[config.mk]
export PLATFORM = sky130hd
export DESIGN_NAME = sorted_ring_queue_search
export DESIGN_NICKNAME = d
export VERILOG_FILES = /design/src/design/srq_pkg.sv /design/src/design/sorted_ring_queue_search.sv /design/src/design/srq_ram.sv /design/src/design/srq_cmp.sv
export SDC_FILE = /design/constraint.sdc
export NUM_CORES = 1
export LEC_CHECK = 0
export BUFFER_PORTS_ARGS = -buffer_cell sky130_fd_sc_hd__buf_4
export CAP_MARGIN = 20
export CORE_MARGIN = 2
export CORE_UTILIZATION = 45
export CTS_BUF_LIST = sky130_fd_sc_hd__clkbuf_16
export DETAILED_ROUTE_END_ITERATION = 7
export SYNTH_ARGS = -nofsm -noshare
export SYNTH_HDL_FRONTEND = slang
export SYNTH_SLANG_ARGS = --single-unit
[constraint.sdc]
create_clock -name clk -period 4.7 [get_ports clk]
set_input_delay 0.705 -clock clk [delete_from_list [all_inputs] [get_ports clk]]
set_output_delay 0.705 -clock clk [all_outputs]
set_load 0.03 [all_outputs]
[src/design/srq_pkg.sv]
// Shared types and codes for the sorted ring queue with binary search.
package srq_pkg;

	localparam logic [1:0] FUNC_PUSH   = 2'd0;
	localparam logic [1:0] FUNC_POP    = 2'd1;
	localparam logic [1:0] FUNC_SEARCH = 2'd2;

	localparam logic [1:0] STAT_OK    = 2'd0;
	localparam logic [1:0] STAT_FULL  = 2'd1;
	localparam logic [1:0] STAT_EMPTY = 2'd2;
	localparam logic [1:0] STAT_MISS  = 2'd3;

	typedef struct packed {
		logic [1:0]         func;
		logic signed [31:0] value;
	} srq_in_t;

	typedef struct packed {
		logic [1:0] status;
		logic [2:0] position;
		logic [2:0] count;
	} srq_out_t;

	typedef struct packed {
		logic eq;
		logic lt;
	} srq_cmp_t;

endpackage

[src/design/sorted_ring_queue_search.sv]
// Top level: ring queue with push, pop and binary search over the held words.
// A transaction is taken when start is high and busy is low. Push, pop and unused
// codes give their result in the cycle after acceptance. A search of k probes runs
// S_PROBE then S_CMP for each probe and ends in a final S_PROBE on a miss, with k at
// most $clog2(DEPTH), since each probe reads one slot through the single registered
// read port and then runs through the one shared compare unit. The result is shown
// for exactly one cycle with done high and cannot be stalled.
module sorted_ring_queue_search #(
	parameter int DEPTH = 8
) (
	input  logic              clk,
	input  logic              arst_n,
	input  logic              start,
	input  srq_pkg::srq_in_t  cmd,
	output logic              busy,
	output logic              done,
	output srq_pkg::srq_out_t result
);
	import srq_pkg::*;

	localparam int IW = $clog2(DEPTH);

	typedef enum logic [2:0] {
		S_IDLE  = 3'b001,
		S_PROBE = 3'b010,
		S_CMP   = 3'b100
	} state_t;

	state_t             state_q;
	logic [IW-1:0]      head_q, tail_q;
	logic [IW-1:0]      lo_q, hip_q, mid_q, slot_q;
	logic signed [31:0] key_q;
	logic               done_q;
	srq_out_t           result_q;

	logic               accept;
	logic [IW-1:0]      n, head_nx, tail_nx, mid, slot;
	logic [IW:0]        mid_sum, slot_sum;
	logic               full, push_we;
	logic signed [31:0] rdata;
	srq_cmp_t           cmp;

	assign accept = start && (state_q == S_IDLE);
	assign busy   = (state_q != S_IDLE);
	assign done   = done_q;
	assign result = result_q;

	assign n = (tail_q >= head_q) ? (tail_q - head_q)
	                              : IW'((IW+1)'(tail_q) + (IW+1)'(DEPTH) - (IW+1)'(head_q));
	assign full    = ((IW+1)'(n) == (IW+1)'(DEPTH - 1));
	assign head_nx = ((IW+1)'(head_q) + 1'b1 == (IW+1)'(DEPTH)) ? '0 : head_q + 1'b1;
	assign tail_nx = ((IW+1)'(tail_q) + 1'b1 == (IW+1)'(DEPTH)) ? '0 : tail_q + 1'b1;

	assign mid_sum  = (IW+1)'(lo_q) + (IW+1)'(hip_q) - 1'b1;
	assign mid      = IW'(mid_sum >> 1);
	assign slot_sum = (IW+1)'(head_q) + (IW+1)'(mid);
	assign slot     = (slot_sum >= (IW+1)'(DEPTH)) ? IW'(slot_sum - (IW+1)'(DEPTH))
	                                               : IW'(slot_sum);

	assign push_we = accept && (cmd.func == FUNC_PUSH) && !full;

	srq_ram #(.DEPTH(DEPTH)) u_ram (
		.clk   (clk),
		.we    (push_we),
		.waddr (tail_q),
		.wdata (cmd.value),
		.raddr (slot),
		.rdata (rdata)
	);

	srq_cmp u_cmp (
		.a   (rdata),
		.b   (key_q),
		.res (cmp)
	);

	always_ff @(posedge clk or negedge arst_n) begin
		if (!arst_n) begin
			state_q  <= S_IDLE;
			head_q   <= '0;
			tail_q   <= '0;
			lo_q     <= '0;
			hip_q    <= '0;
			mid_q    <= '0;
			slot_q   <= '0;
			key_q    <= '0;
			done_q   <= 1'b0;
			result_q <= '0;
		end else begin
			done_q <= 1'b0;
			case (state_q)
				S_IDLE: begin
					if (accept) begin
						case (cmd.func)
							FUNC_PUSH: begin
								done_q <= 1'b1;
								if (full) begin
									result_q <= '{STAT_FULL, 3'd0, 3'(n)};
								end else begin
									tail_q   <= tail_nx;
									result_q <= '{STAT_OK, 3'd0, 3'(n + 1'b1)};
								end
							end
							FUNC_POP: begin
								done_q <= 1'b1;
								if (n == '0) begin
									result_q <= '{STAT_EMPTY, 3'd0, 3'd0};
								end else begin
									head_q   <= head_nx;
									result_q <= '{STAT_OK, 3'd0, 3'(n - 1'b1)};
								end
							end
							FUNC_SEARCH: begin
								if (n == '0) begin
									done_q   <= 1'b1;
									result_q <= '{STAT_EMPTY, 3'd0, 3'd0};
								end else begin
									key_q   <= cmd.value;
									lo_q    <= '0;
									hip_q   <= n;
									state_q <= S_PROBE;
								end
							end
							default: begin
								done_q   <= 1'b1;
								result_q <= '{STAT_OK, 3'd0, 3'(n)};
							end
						endcase
					end
				end
				S_PROBE: begin
					if (lo_q < hip_q) begin
						mid_q   <= mid;
						slot_q  <= slot;
						state_q <= S_CMP;
					end else begin
						done_q   <= 1'b1;
						result_q <= '{STAT_MISS, 3'd0, 3'(n)};
						state_q  <= S_IDLE;
					end
				end
				S_CMP: begin
					if (cmp.eq) begin
						done_q   <= 1'b1;
						result_q <= '{STAT_OK, 3'(slot_q), 3'(n)};
						state_q  <= S_IDLE;
					end else begin
						if (cmp.lt) begin
							lo_q <= mid_q + 1'b1;
						end else begin
							hip_q <= mid_q;
						end
						state_q <= S_PROBE;
					end
				end
				default: begin
					state_q <= S_IDLE;
				end
			endcase
		end
	end

	a_done_idle: assert property (@(posedge clk) disable iff (!arst_n)
		done |-> !busy)
		else $error("result strobe while sequencer is busy");

	a_accept_progress: assert property (@(posedge clk) disable iff (!arst_n)
		(start && !busy) |=> (done || busy))
		else $error("transaction accepted but neither finished nor in progress");

	a_pos_only_on_hit: assert property (@(posedge clk) disable iff (!arst_n)
		(done && (result.status != STAT_OK)) |-> (result.position == 3'd0))
		else $error("nonzero position on a failed transaction");
endmodule

[src/design/srq_ram.sv]
// Slot storage: one write port, one registered read port.
module srq_ram #(
	parameter int DEPTH = 8
) (
	input  logic                     clk,
	input  logic                     we,
	input  logic [$clog2(DEPTH)-1:0] waddr,
	input  logic signed [31:0]       wdata,
	input  logic [$clog2(DEPTH)-1:0] raddr,
	output logic signed [31:0]       rdata
);
	logic signed [31:0] mem [DEPTH];

	always_ff @(posedge clk) begin
		if (we) begin
			mem[waddr] <= wdata;
		end
		rdata <= mem[raddr];
	end
endmodule

[src/design/srq_cmp.sv]
// Shared signed compare unit used by every search probe.
module srq_cmp (
	input  logic signed [31:0] a,
	input  logic signed [31:0] b,
	output srq_pkg::srq_cmp_t  res
);
	import srq_pkg::*;

	assign res.eq = (a == b);
	assign res.lt = (a < b);
endmodule
==> results.json, run 1 <==
{
  "status": "complete, no violations",
  "drc": 0,
  "worst_pin_slew_ns": 1.06,
  "firstDrtPassIters": 4,
  "synth_seq_cells": 350,
  "fmax_ghz": 0.271,
  "tritoncts": "yes",
  "fin_nets": 962,
  "synthTopCellsByArea": "edfxtp_1 (55%), dfrtp_1 (11%), mux4_2 (10%)",
  "num_rows": 64,
  "clock_skew_ns": 0.0113,
  "vias": 6972,
  "start_util_pct": 45.9,
  "grt_max_degree": 66,
  "io-pin-count": 47,
  "cp.arrival_ns": 3.90,
  "first_iter_violations": 491,
  "diodes": 0,
  "routed_via_density": 5.36,
  "critPathTopFamily": "simple AND/OR/NAND/NOR gates",
  "reg2reg_slack_ns": 1.01,
  "worstPathRequired_ns": 4.91,
  "clk_path_buf_depth": 3,
  "grt_pass1_wl_um": 43400,
  "synth.distinct_cells": 58,
  "synth_top_area_share_pct": 54.6,
  "synth-edff-count": 256,
  "yosys_warnings": 0,
  "hold_buffers": 0,
  "r2r_start": "tail_q[0]$_DFFE_PN0P_",
  "clk_latency_ns": 0.51,
  "antenna_found_initial": 0,
  "startpoint": "tail_q[0]$_DFFE_PN0P_",
  "routed_wl_um": 27500,
  "ant_nets": 0,
  "hp-class": "input pin to async pin",
  "syn_inst": 803,
  "min_period_ns": 3.69,
  "whs_ns": 0.318,
  "reg2reg_to": "u_ram.mem[6][15]$_DFFE_PP_",
  "hold_viol_final": 0,
  "fp.dieH_um": 181,
  "path_depth": 9,
  "fin_crit_sh_pct": 78.6,
  "synth_largest_area_cell": "edfxtp_1",
  "crit_path_cell_trace": "inv_1, ha_1, inv_1, fa_1, ha_1, a2111oi_4, nand2_1, nor2_4, buf_4",
  "async_flop_share_pct": 17.7,
  "critPathKind": "flop to flop",
  "drive_above_1_share_pct": 27.3,
  "area_delta_synth_final_pct": 15.6,
  "crit_path_end": "u_ram.mem[6][15]$_DFFE_PP_",
  "cts_num_sinks": 350,
  "setup_ws_ns": 1.01,
  "avgSynthCellArea_sq_um": 17.5,
  "startpoint_type": "flop",
  "grt_pass1_vias": 7540,
  "overflow": 0,
  "max_slew_margin_pct": 29.5,
  "cp_max_fo": 25,
  "maxCapViolCount": 0,
  "end_kind": "flop",
  "core_sq_um": 30700,
  "rr_worst_depth": 9,
  "mostFrequentLayoutCells": "edfxtp_1 (256), mux4_2 (64), dfrtp_1 (61), buf_4 (61), nand2_1 (59)",
  "wl_per_cell_um": 21.2,
  "die-area_sq_um": 32700,
  "port_buffers": 46,
  "gp_congestion": 0.809,
  "root_buffer": "clkbuf_16",
  "grt_setup_unrepaired": "no",
  "synthFlopType": "edfxtp_1",
  "track_usage_pct": 17.2,
  "setup_viol": 0,
  "post_cts_buffers": 0,
  "clk_pin_slew_ns": 0.06,
  "slew_viol_final": 0,
  "synth_nets": 888,
  "netlist_area_sq_um": 14100,
  "dpl.hpwl_um": 17800,
  "cts-resized-gates": 0,
  "slowest_delay_ns": 0.72,
  "cts_made_buffers": 37,
  "crit_buf_inv": 3,
  "cts_max_level": 2,
  "crit_slowest_cell": "nor2_4",
  "final_common_cell": "edfxtp_1",
  "ys_seq_area_share_pct": 70.2,
  "dpl_worst_slack_ns": 0.920,
  "die_x_um": 181,
  "setup_tns_ns": 0
}
==> worst register-to-register path, stage by stage, from the launching register on <==
cell	delay, ns
dfrtp_1	0.46
inv_1	0.13
ha_1	0.20
inv_1	0.07
fa_1	0.46
ha_1	0.28
a2111oi_4	0.45
nand2_1	0.31
nor2_4	0.72
buf_4	0.32
==> kinds of logic after synthesis <==
logic type | after synthesis | synth area share, %
AND/OR/NAND/NOR | 116 | 4.08
XOR/XNOR | 13 | 1.02
buffers and inverters | 79 | 2.30
multiplexers | 108 | 13.8
AO/OA/AOI/OAI | 89 | 4.19
flip-flops | 350 | 70.2
adder cells (fa/ha/maj) | 48 | 4.43
==> routing by layer <==
metal | vias up | wire (um) | GRT usage [%]
li1 | 3234 | - | -
met1 | 3589 | 11800 | 21.9
met2 | 111 | 14300 | 30.5
met3 | 38 | 1010 | 3.04
met4 | 0 | 474 | 4.77
met5 | - | 0 | 0
==> metrics by stage <==
stage                     cell area (sq um)  instances  utilization, %
after detailed placement              15000       1234            49.0
after CTS                             16300       1301            53.1
final                                 16300       1301            53.1
after global routing                  16300       1301            53.1
after global placement                15000       1234            49.0
after floorplan                       14100        803               -
==> cell usage after synthesis, types with 2 or more instances <==
cell         n
a21oi_2      2
nand2b_1     6
nand4_1      8
a221oi_1     2
o2bb2ai_1    3
nor2_1      16
dfxtp_1     32
xnor2_2      3
a2111oi_4    2
edfxtp_1   256
nand2_1     59
dfrtp_1     61
clkbuf_1     7
a21oi_1     20
o21ai_0     29
o211ai_1     4
xnor2_1      8
mux4_2      64
nor2b_1      2
or3_1        2
a22o_1       3
buf_2       19
buf_1        2
mux2_1       5
ha_1        45
nand3_1      4
nand3b_1     3
o21ai_1     15
mux2i_1      3
nor4_1       3
nor2_4       2
fa_1         3
inv_1       49
mux2_4       3
mux2_2      33
nand4b_1     2
nor3_1       2
==> how the worst min path moves through the flow <==
stage                       endpoint  slack, ns
6_report       result[1]$_DFFE_PN0P_       0.32
5_1_grt        result[2]$_DFFE_PN0P_       0.40
4_1_cts         key_q[2]$_DFFE_PN0P_       0.35
3_5_place_dp   slot_q[1]$_DFFE_PN0P_       0.48
3_3_place_gp   slot_q[1]$_DFFE_PN0P_       0.47
2_1_floorplan         done$_DFF_PN0_       0.41
==> state kept, by name, indices dropped and copies added (netlist names) <==
signal / cells
u_ram.mem: 256
key_q: 32
u_ram.rdata: 32
result: 8
head_q: 3
hip_q: 3
lo_q: 3
mid_q: 3
slot_q: 3
state_q: 3
tail_q: 3
done: 1
==> cell type report <==
class | count | area (sq um)
flip-flops and latches | 350 | 9880
clock buffers | 38 | 951
repair buffers | 64 | 518
inverters | 50 | 188
fillers | 2423 | 14400
multi-input cells | 374 | 3950
clock inverters | 29 | 285
well taps | 396 | 495
Power of run 1 is left out: the tool's default activity adds up to more than one toggle a clock period on the data nets, which glitch-free logic cannot reach.
==> run 2: changes to the inputs <==
==> constraint.sdc (replaced) <==
create_clock -name clk -period 3.3 [get_ports clk]
set_input_delay 0.495 -clock clk [delete_from_list [all_inputs] [get_ports clk]]
set_output_delay 0.495 -clock clk [all_outputs]
set_load 0.03 [all_outputs]
==> run 2 against run 1 <==
Effect of this change:
- fmax grew 14%
- via count is 4.0% higher
- first-iteration DRC count up 16%
- largest cell class unchanged
- critical path type unchanged
- final cell count up 1.8%
- final area rose by 3.0%
- die area stayed put
- register-to-register slack worse by 0.96 ns
- highest routed layer unchanged
- clock skew is 0.0057 ns higher
- critical endpoint is now u_ram.rdata[0]$_DFF_P_
==> results.json, run 2 (synthesis results as in run 1) <==
{
  "tritoncts": "yes",
  "track_usage_pct": 17.8,
  "worst_pin_slew_ns": 0.920,
  "fp.dieH_um": 181,
  "status": "complete, no violations",
  "ant_nets": 0,
  "start_util_pct": 45.9,
  "slew_viol_final": 0,
  "gp_congestion": 0.746,
  "vias": 7254,
  "final_cells": 1324,
  "grt_max_degree": 63,
  "drive_above_1_share_pct": 30.1,
  "port_buffers": 46,
  "crit_path_cell_trace": "inv_2, ha_4, inv_2, ha_4, fa_1, inv_2, fa_2, xnor2_2, xnor2_2, buf_6, clkbuf_16, mux4_2, mux2_4",
  "cts_max_level": 2,
  "die_x_um": 181,
  "cp.arrival_ns": 3.65,
  "drc": 0,
  "mostFrequentLayoutCells": "edfxtp_1 (256), mux4_2 (64), buf_4 (62)",
  "grt_setup_unrepaired": "yes",
  "core_sq_um": 30700,
  "cts_num_sinks": 350,
  "final_common_cell": "edfxtp_1",
  "firstDrtPassIters": 5,
  "root_buffer": "clkbuf_16",
  "critPathKind": "flop to flop",
  "reg_top3": "u_ram.mem (256), key_q (32), u_ram.rdata (32)",
  "largest-register": "u_ram.mem",
  "grt_pass1_wl_um": 44200,
  "area_delta_synth_final_pct": 19.1,
  "hold_viol_final": 0,
  "cp_max_fo": 6,
  "overflow": 0,
  "first_iter_violations": 568,
  "routed_wl_um": 29100,
  "dp.cells": 1243,
  "dpl.hpwl_um": 16300,
  "num_rows": 64,
  "filler_cell_count": 2371,
  "hold_buffers": 0,
  "hp-class": "input pin to async pin",
  "r2r_start": "lo_q[1]$_DFFE_PN0P_",
  "max_slew_margin_pct": 38.7,
  "fin_crit_sh_pct": 98.5,
  "crit_top_cell": "inv_2",
  "clk_pin_slew_ns": 0.06,
  "startpoint_type": "flop",
  "wl_per_cell_um": 22.0,
  "clk_path_buf_depth": 3,
  "routed_via_density": 5.48,
  "diodes": 0,
  "setup_viol": 0,
  "fin_nets": 983,
  "slowest_delay_ns": 0.52,
  "antenna_found_initial": 0,
  "die-area_sq_um": 32700,
  "maxCapViolCount": 0,
  "startpoint": "lo_q[1]$_DFFE_PN0P_",
  "worstPathRequired_ns": 3.70,
  "clk_latency_ns": 0.53,
  "clock_skew_ns": 0.0171,
  "fmax_ghz": 0.308,
  "largest_reg_flops": 256,
  "cts_made_buffers": 38,
  "io-pin-count": 47,
  "end_kind": "flop",
  "min_period_ns": 3.25,
  "grt_pass1_vias": 7645,
  "crit_slowest_cell": "fa_1"
}
## run 2: changes by cell type in the layout (fill, tap and decap cells not counted), moves of 4 or more
cell	delta
clkinv_2	-4
mux2_2	-18
inv_2	+6
ha_4	+4
buf_12	+11
mux2_4	+18
ha_1	-4
clkbuf_16	+5
## run 2: metrics by stage
stage | hold WS [ns] | setup WS [ns] | TNS (ns) | area [sq um] | utilization [%]
after floorplan | 0.199 | -0.120 | -16.90 | 14200 | -
after global placement | 0.466 | -0.0370 | -0.538 | 15300 | 49.8
after detailed placement | 0.470 | -0.109 | -1.99 | 15300 | 49.8
after CTS | 0.142 | 0.00799 | 0 | 16500 | 53.8
after global routing | 0.178 | -0.0720 | -1.23 | 16800 | 54.7
final | 0.0976 | 0.0490 | 0 | 16800 | 54.7
## run 2: critical path: cells and delay by family (launching register included)
family,cells,cell delay (ns)
xor+xnor,2,0.39
fa+ha+maj,4,1.30
buf+inv,5,0.52
flops,1,0.36
mux,2,0.56
## run 2: path summary, 6_finish.rpt
kind / endpoint / slack, ns / depth (start not counted)
worst max-delay path: u_ram.rdata[0]$_DFF_P_ / 0.05 / 13
worst min-delay path: result[1]$_DFFE_PN0P_ / 0.1 / 1
worst max register to register: u_ram.rdata[0]$_DFF_P_ / 0.05 / 13
worst min register to register: slot_q[0]$_DFFE_PN0P_ / 0.50 / 2
max in group asynchronous: tail_q[0]$_DFFE_PN0P_ / 2.57 / 1
min in group clk: u_ram.mem[2][21]$_DFFE_PP_ / 0.20 / 1
## run 2: final cells by class
cell class                 count  area (sq um)  share of cell area [%]
clock buffer                  39           976                    5.82
sequential                   350          9880                    58.9
timing repair buffer          84           895                    5.34
tap                          396           495                    2.96
inverter                      50           188                    1.12
clock inverter                31           231                    1.38
multi-input combinational    374          4100                    24.4
## run 2: what timing repair did
item                       4_1_cts  5_1_grt
pin swaps                        2        6
cloned                           0        6
gates resized for setup          1       29
setup endpoints to repair       31       31
buffers inserted                 2        3
## run 2: per-layer routing
metal  wire length, um  up-vias  track usage, %  share of wire, %
met2             14200      171            29.6                49
li1                  -     3272               -                 -
met4               614        0            4.87               2.1
met5                 0        -               0                 0
met3              1320       50            2.92               4.5
met1             13000     3761            24.3                45
Power of run 2 is left out for the same reason.
==> run 3: changes to the inputs <==
--- a/config.mk
+++ b/config.mk
@@ -8,9 +8,10 @@
 export BUFFER_PORTS_ARGS = -buffer_cell sky130_fd_sc_hd__buf_4
 export CAP_MARGIN = 20
 export CORE_MARGIN = 2
-export CORE_UTILIZATION = 45
+export CORE_UTILIZATION = 53
 export CTS_BUF_LIST = sky130_fd_sc_hd__clkbuf_16
 export DETAILED_ROUTE_END_ITERATION = 7
+export PLACE_DENSITY = 0.7
 export SYNTH_ARGS = -nofsm -noshare
 export SYNTH_HDL_FRONTEND = slang
 export SYNTH_SLANG_ARGS = --single-unit
==> constraint.sdc (replaced) <==
create_clock -name clk -period 3.5 [get_ports clk]
set_input_delay 0.525 -clock clk [delete_from_list [all_inputs] [get_ports clk]]
set_output_delay 0.525 -clock clk [all_outputs]
set_load 0.03 [all_outputs]
==> run 3 against run 2 <==
Effect of this change:
- count of clock-buffer cells in the layout fell by 1
- fmax shrank 3.1%
- non-clock buffer count fell by 20
- critical path type unchanged
- highest routed layer unchanged
==> results.json, run 3 (synthesis results as in run 1) <==
{
  "port_buffers": 46,
  "maxCapViolCount": 0,
  "critPathTopFamily": "adder cells",
  "dpl.hpwl_um": 15300,
  "vias": 7147,
  "num_rows": 59,
  "setup_viol": 0,
  "crit_buf_inv": 5,
  "cts_made_buffers": 37,
  "final_common_cell": "edfxtp_1",
  "grt_setup_unrepaired": "no",
  "firstDrtPassIters": 5,
  "cts_max_level": 2,
  "start_util_pct": 54.0,
  "routed_via_density": 5.76,
  "crit_path_cell_trace": "inv_1, ha_1, inv_1, ha_1, fa_1, inv_1, fa_2, xnor2_2, xnor2_2, buf_4, buf_12, mux4_2, mux2_2",
  "worst_pin_slew_ns": 0.877,
  "register_area_sq_um": 9880,
  "filler_cell_count": 1823,
  "slew_viol_final": 0,
  "largest-register": "u_ram.mem",
  "cp.arrival_ns": 3.76,
  "grt_pass1_vias": 7658,
  "fin_nets": 962,
  "utilization_pct": 62.6,
  "gp_congestion": 0.781,
  "critPathKind": "flop to flop",
  "wl_per_cell_um": 22.1,
  "fmax_ghz": 0.298,
  "fp.dieH_um": 167,
  "path_depth": 13,
  "hold_buffers": 0,
  "reg_top3": "u_ram.mem (256), key_q (32), u_ram.rdata (32)",
  "end_kind": "flop",
  "die-area_sq_um": 27900,
  "drive_above_1_share_pct": 27.8,
  "drc": 0,
  "crit_slowest_cell": "fa_1",
  "fin_crit_sh_pct": 95.8,
  "diodes": 0,
  "mostFrequentLayoutCells": "edfxtp_1 (256), mux4_2 (64), dfrtp_1 (61)",
  "worstPathRequired_ns": 3.91,
  "multiInputGateArea_sq_um": 3970,
  "largest_reg_flops": 256,
  "track_usage_pct": 20.3,
  "area_delta_synth_final_pct": 15.8,
  "grt_max_degree": 63,
  "io-pin-count": 47,
  "clock_skew_ns": 0.0158,
  "hp-class": "input pin to async pin",
  "slowest_delay_ns": 0.49,
  "overflow": 0,
  "clk_pin_slew_ns": 0.06,
  "rr_worst_depth": 13,
  "die_x_um": 167,
  "cp_max_fo": 32,
  "ant_nets": 0,
  "root_buffer": "clkbuf_16",
  "hold_viol_final": 0,
  "routed_wl_um": 27400,
  "status": "complete, no violations",
  "tritoncts": "yes",
  "core_sq_um": 26100,
  "clk_path_buf_depth": 3,
  "crit_top_cell": "inv_1",
  "first_iter_violations": 662,
  "antenna_found_initial": 0,
  "grt_pass1_wl_um": 43300,
  "max_slew_margin_pct": 41.0,
  "min_period_ns": 3.35,
  "startpoint_type": "flop",
  "cts_num_sinks": 350,
  "setup_tns_ns": 0,
  "clk_latency_ns": 0.53
}
## run 3: area by class of cell
class | count | share of cell area, %
Multi-Input combinational cell | 374 | 24.4
Inverter | 50 | 1.15
Clock inverter | 30 | 1.52
Tap cell | 335 | 2.57
Timing Repair Buffer | 64 | 3.94
Clock buffer | 38 | 5.83
Sequential cell | 350 | 60.6
## run 3: final timing paths
path                                             from                          to  slack [ns]
worst max register to register    lo_q[1]$_DFFE_PN0P_      u_ram.rdata[4]$_DFF_P_        0.15
worst min register to register  slot_q[0]$_DFFE_PN0P_       slot_q[0]$_DFFE_PN0P_        0.49
worst max-delay path              lo_q[1]$_DFFE_PN0P_      u_ram.rdata[4]$_DFF_P_        0.15
max in group asynchronous                      arst_n       key_q[21]$_DFFE_PN0P_        2.82
min in group clk                              cmd[10]  u_ram.mem[4][10]$_DFFE_PP_        0.23
worst min-delay path                           arst_n       key_q[12]$_DFFE_PN0P_        0.13
## run 3: per-layer routing
layer | up-vias | wire length (um) | global-route usage (%)
met5 | - | 0 | 0
met3 | 42 | 1230 | 3.28
met4 | 0 | 550 | 5.43
li1 | 3233 | - | -
met2 | 170 | 13800 | 34.4
met1 | 3702 | 11800 | 27.8
## run 3: repair_timing
item,4_1_cts,5_1_grt
setup endpoints to repair,0,12
setup buffers,0,1
resized for setup,0,1
## run 3: stage by stage
stage          worst slack, ns  instances  hold slack [ns]  cell area (sq um)
2_1_floorplan           -0.363        803            0.229              14100
3_3_place_gp             0.235       1172            0.460              15100
3_5_place_dp             0.140       1172            0.482              15100
4_1_cts                  0.118       1240            0.139              16300
5_1_grt                 0.0269       1241            0.186              16300
6_report                 0.146       1241            0.130              16300
Power of run 3 is left out for the same reason.
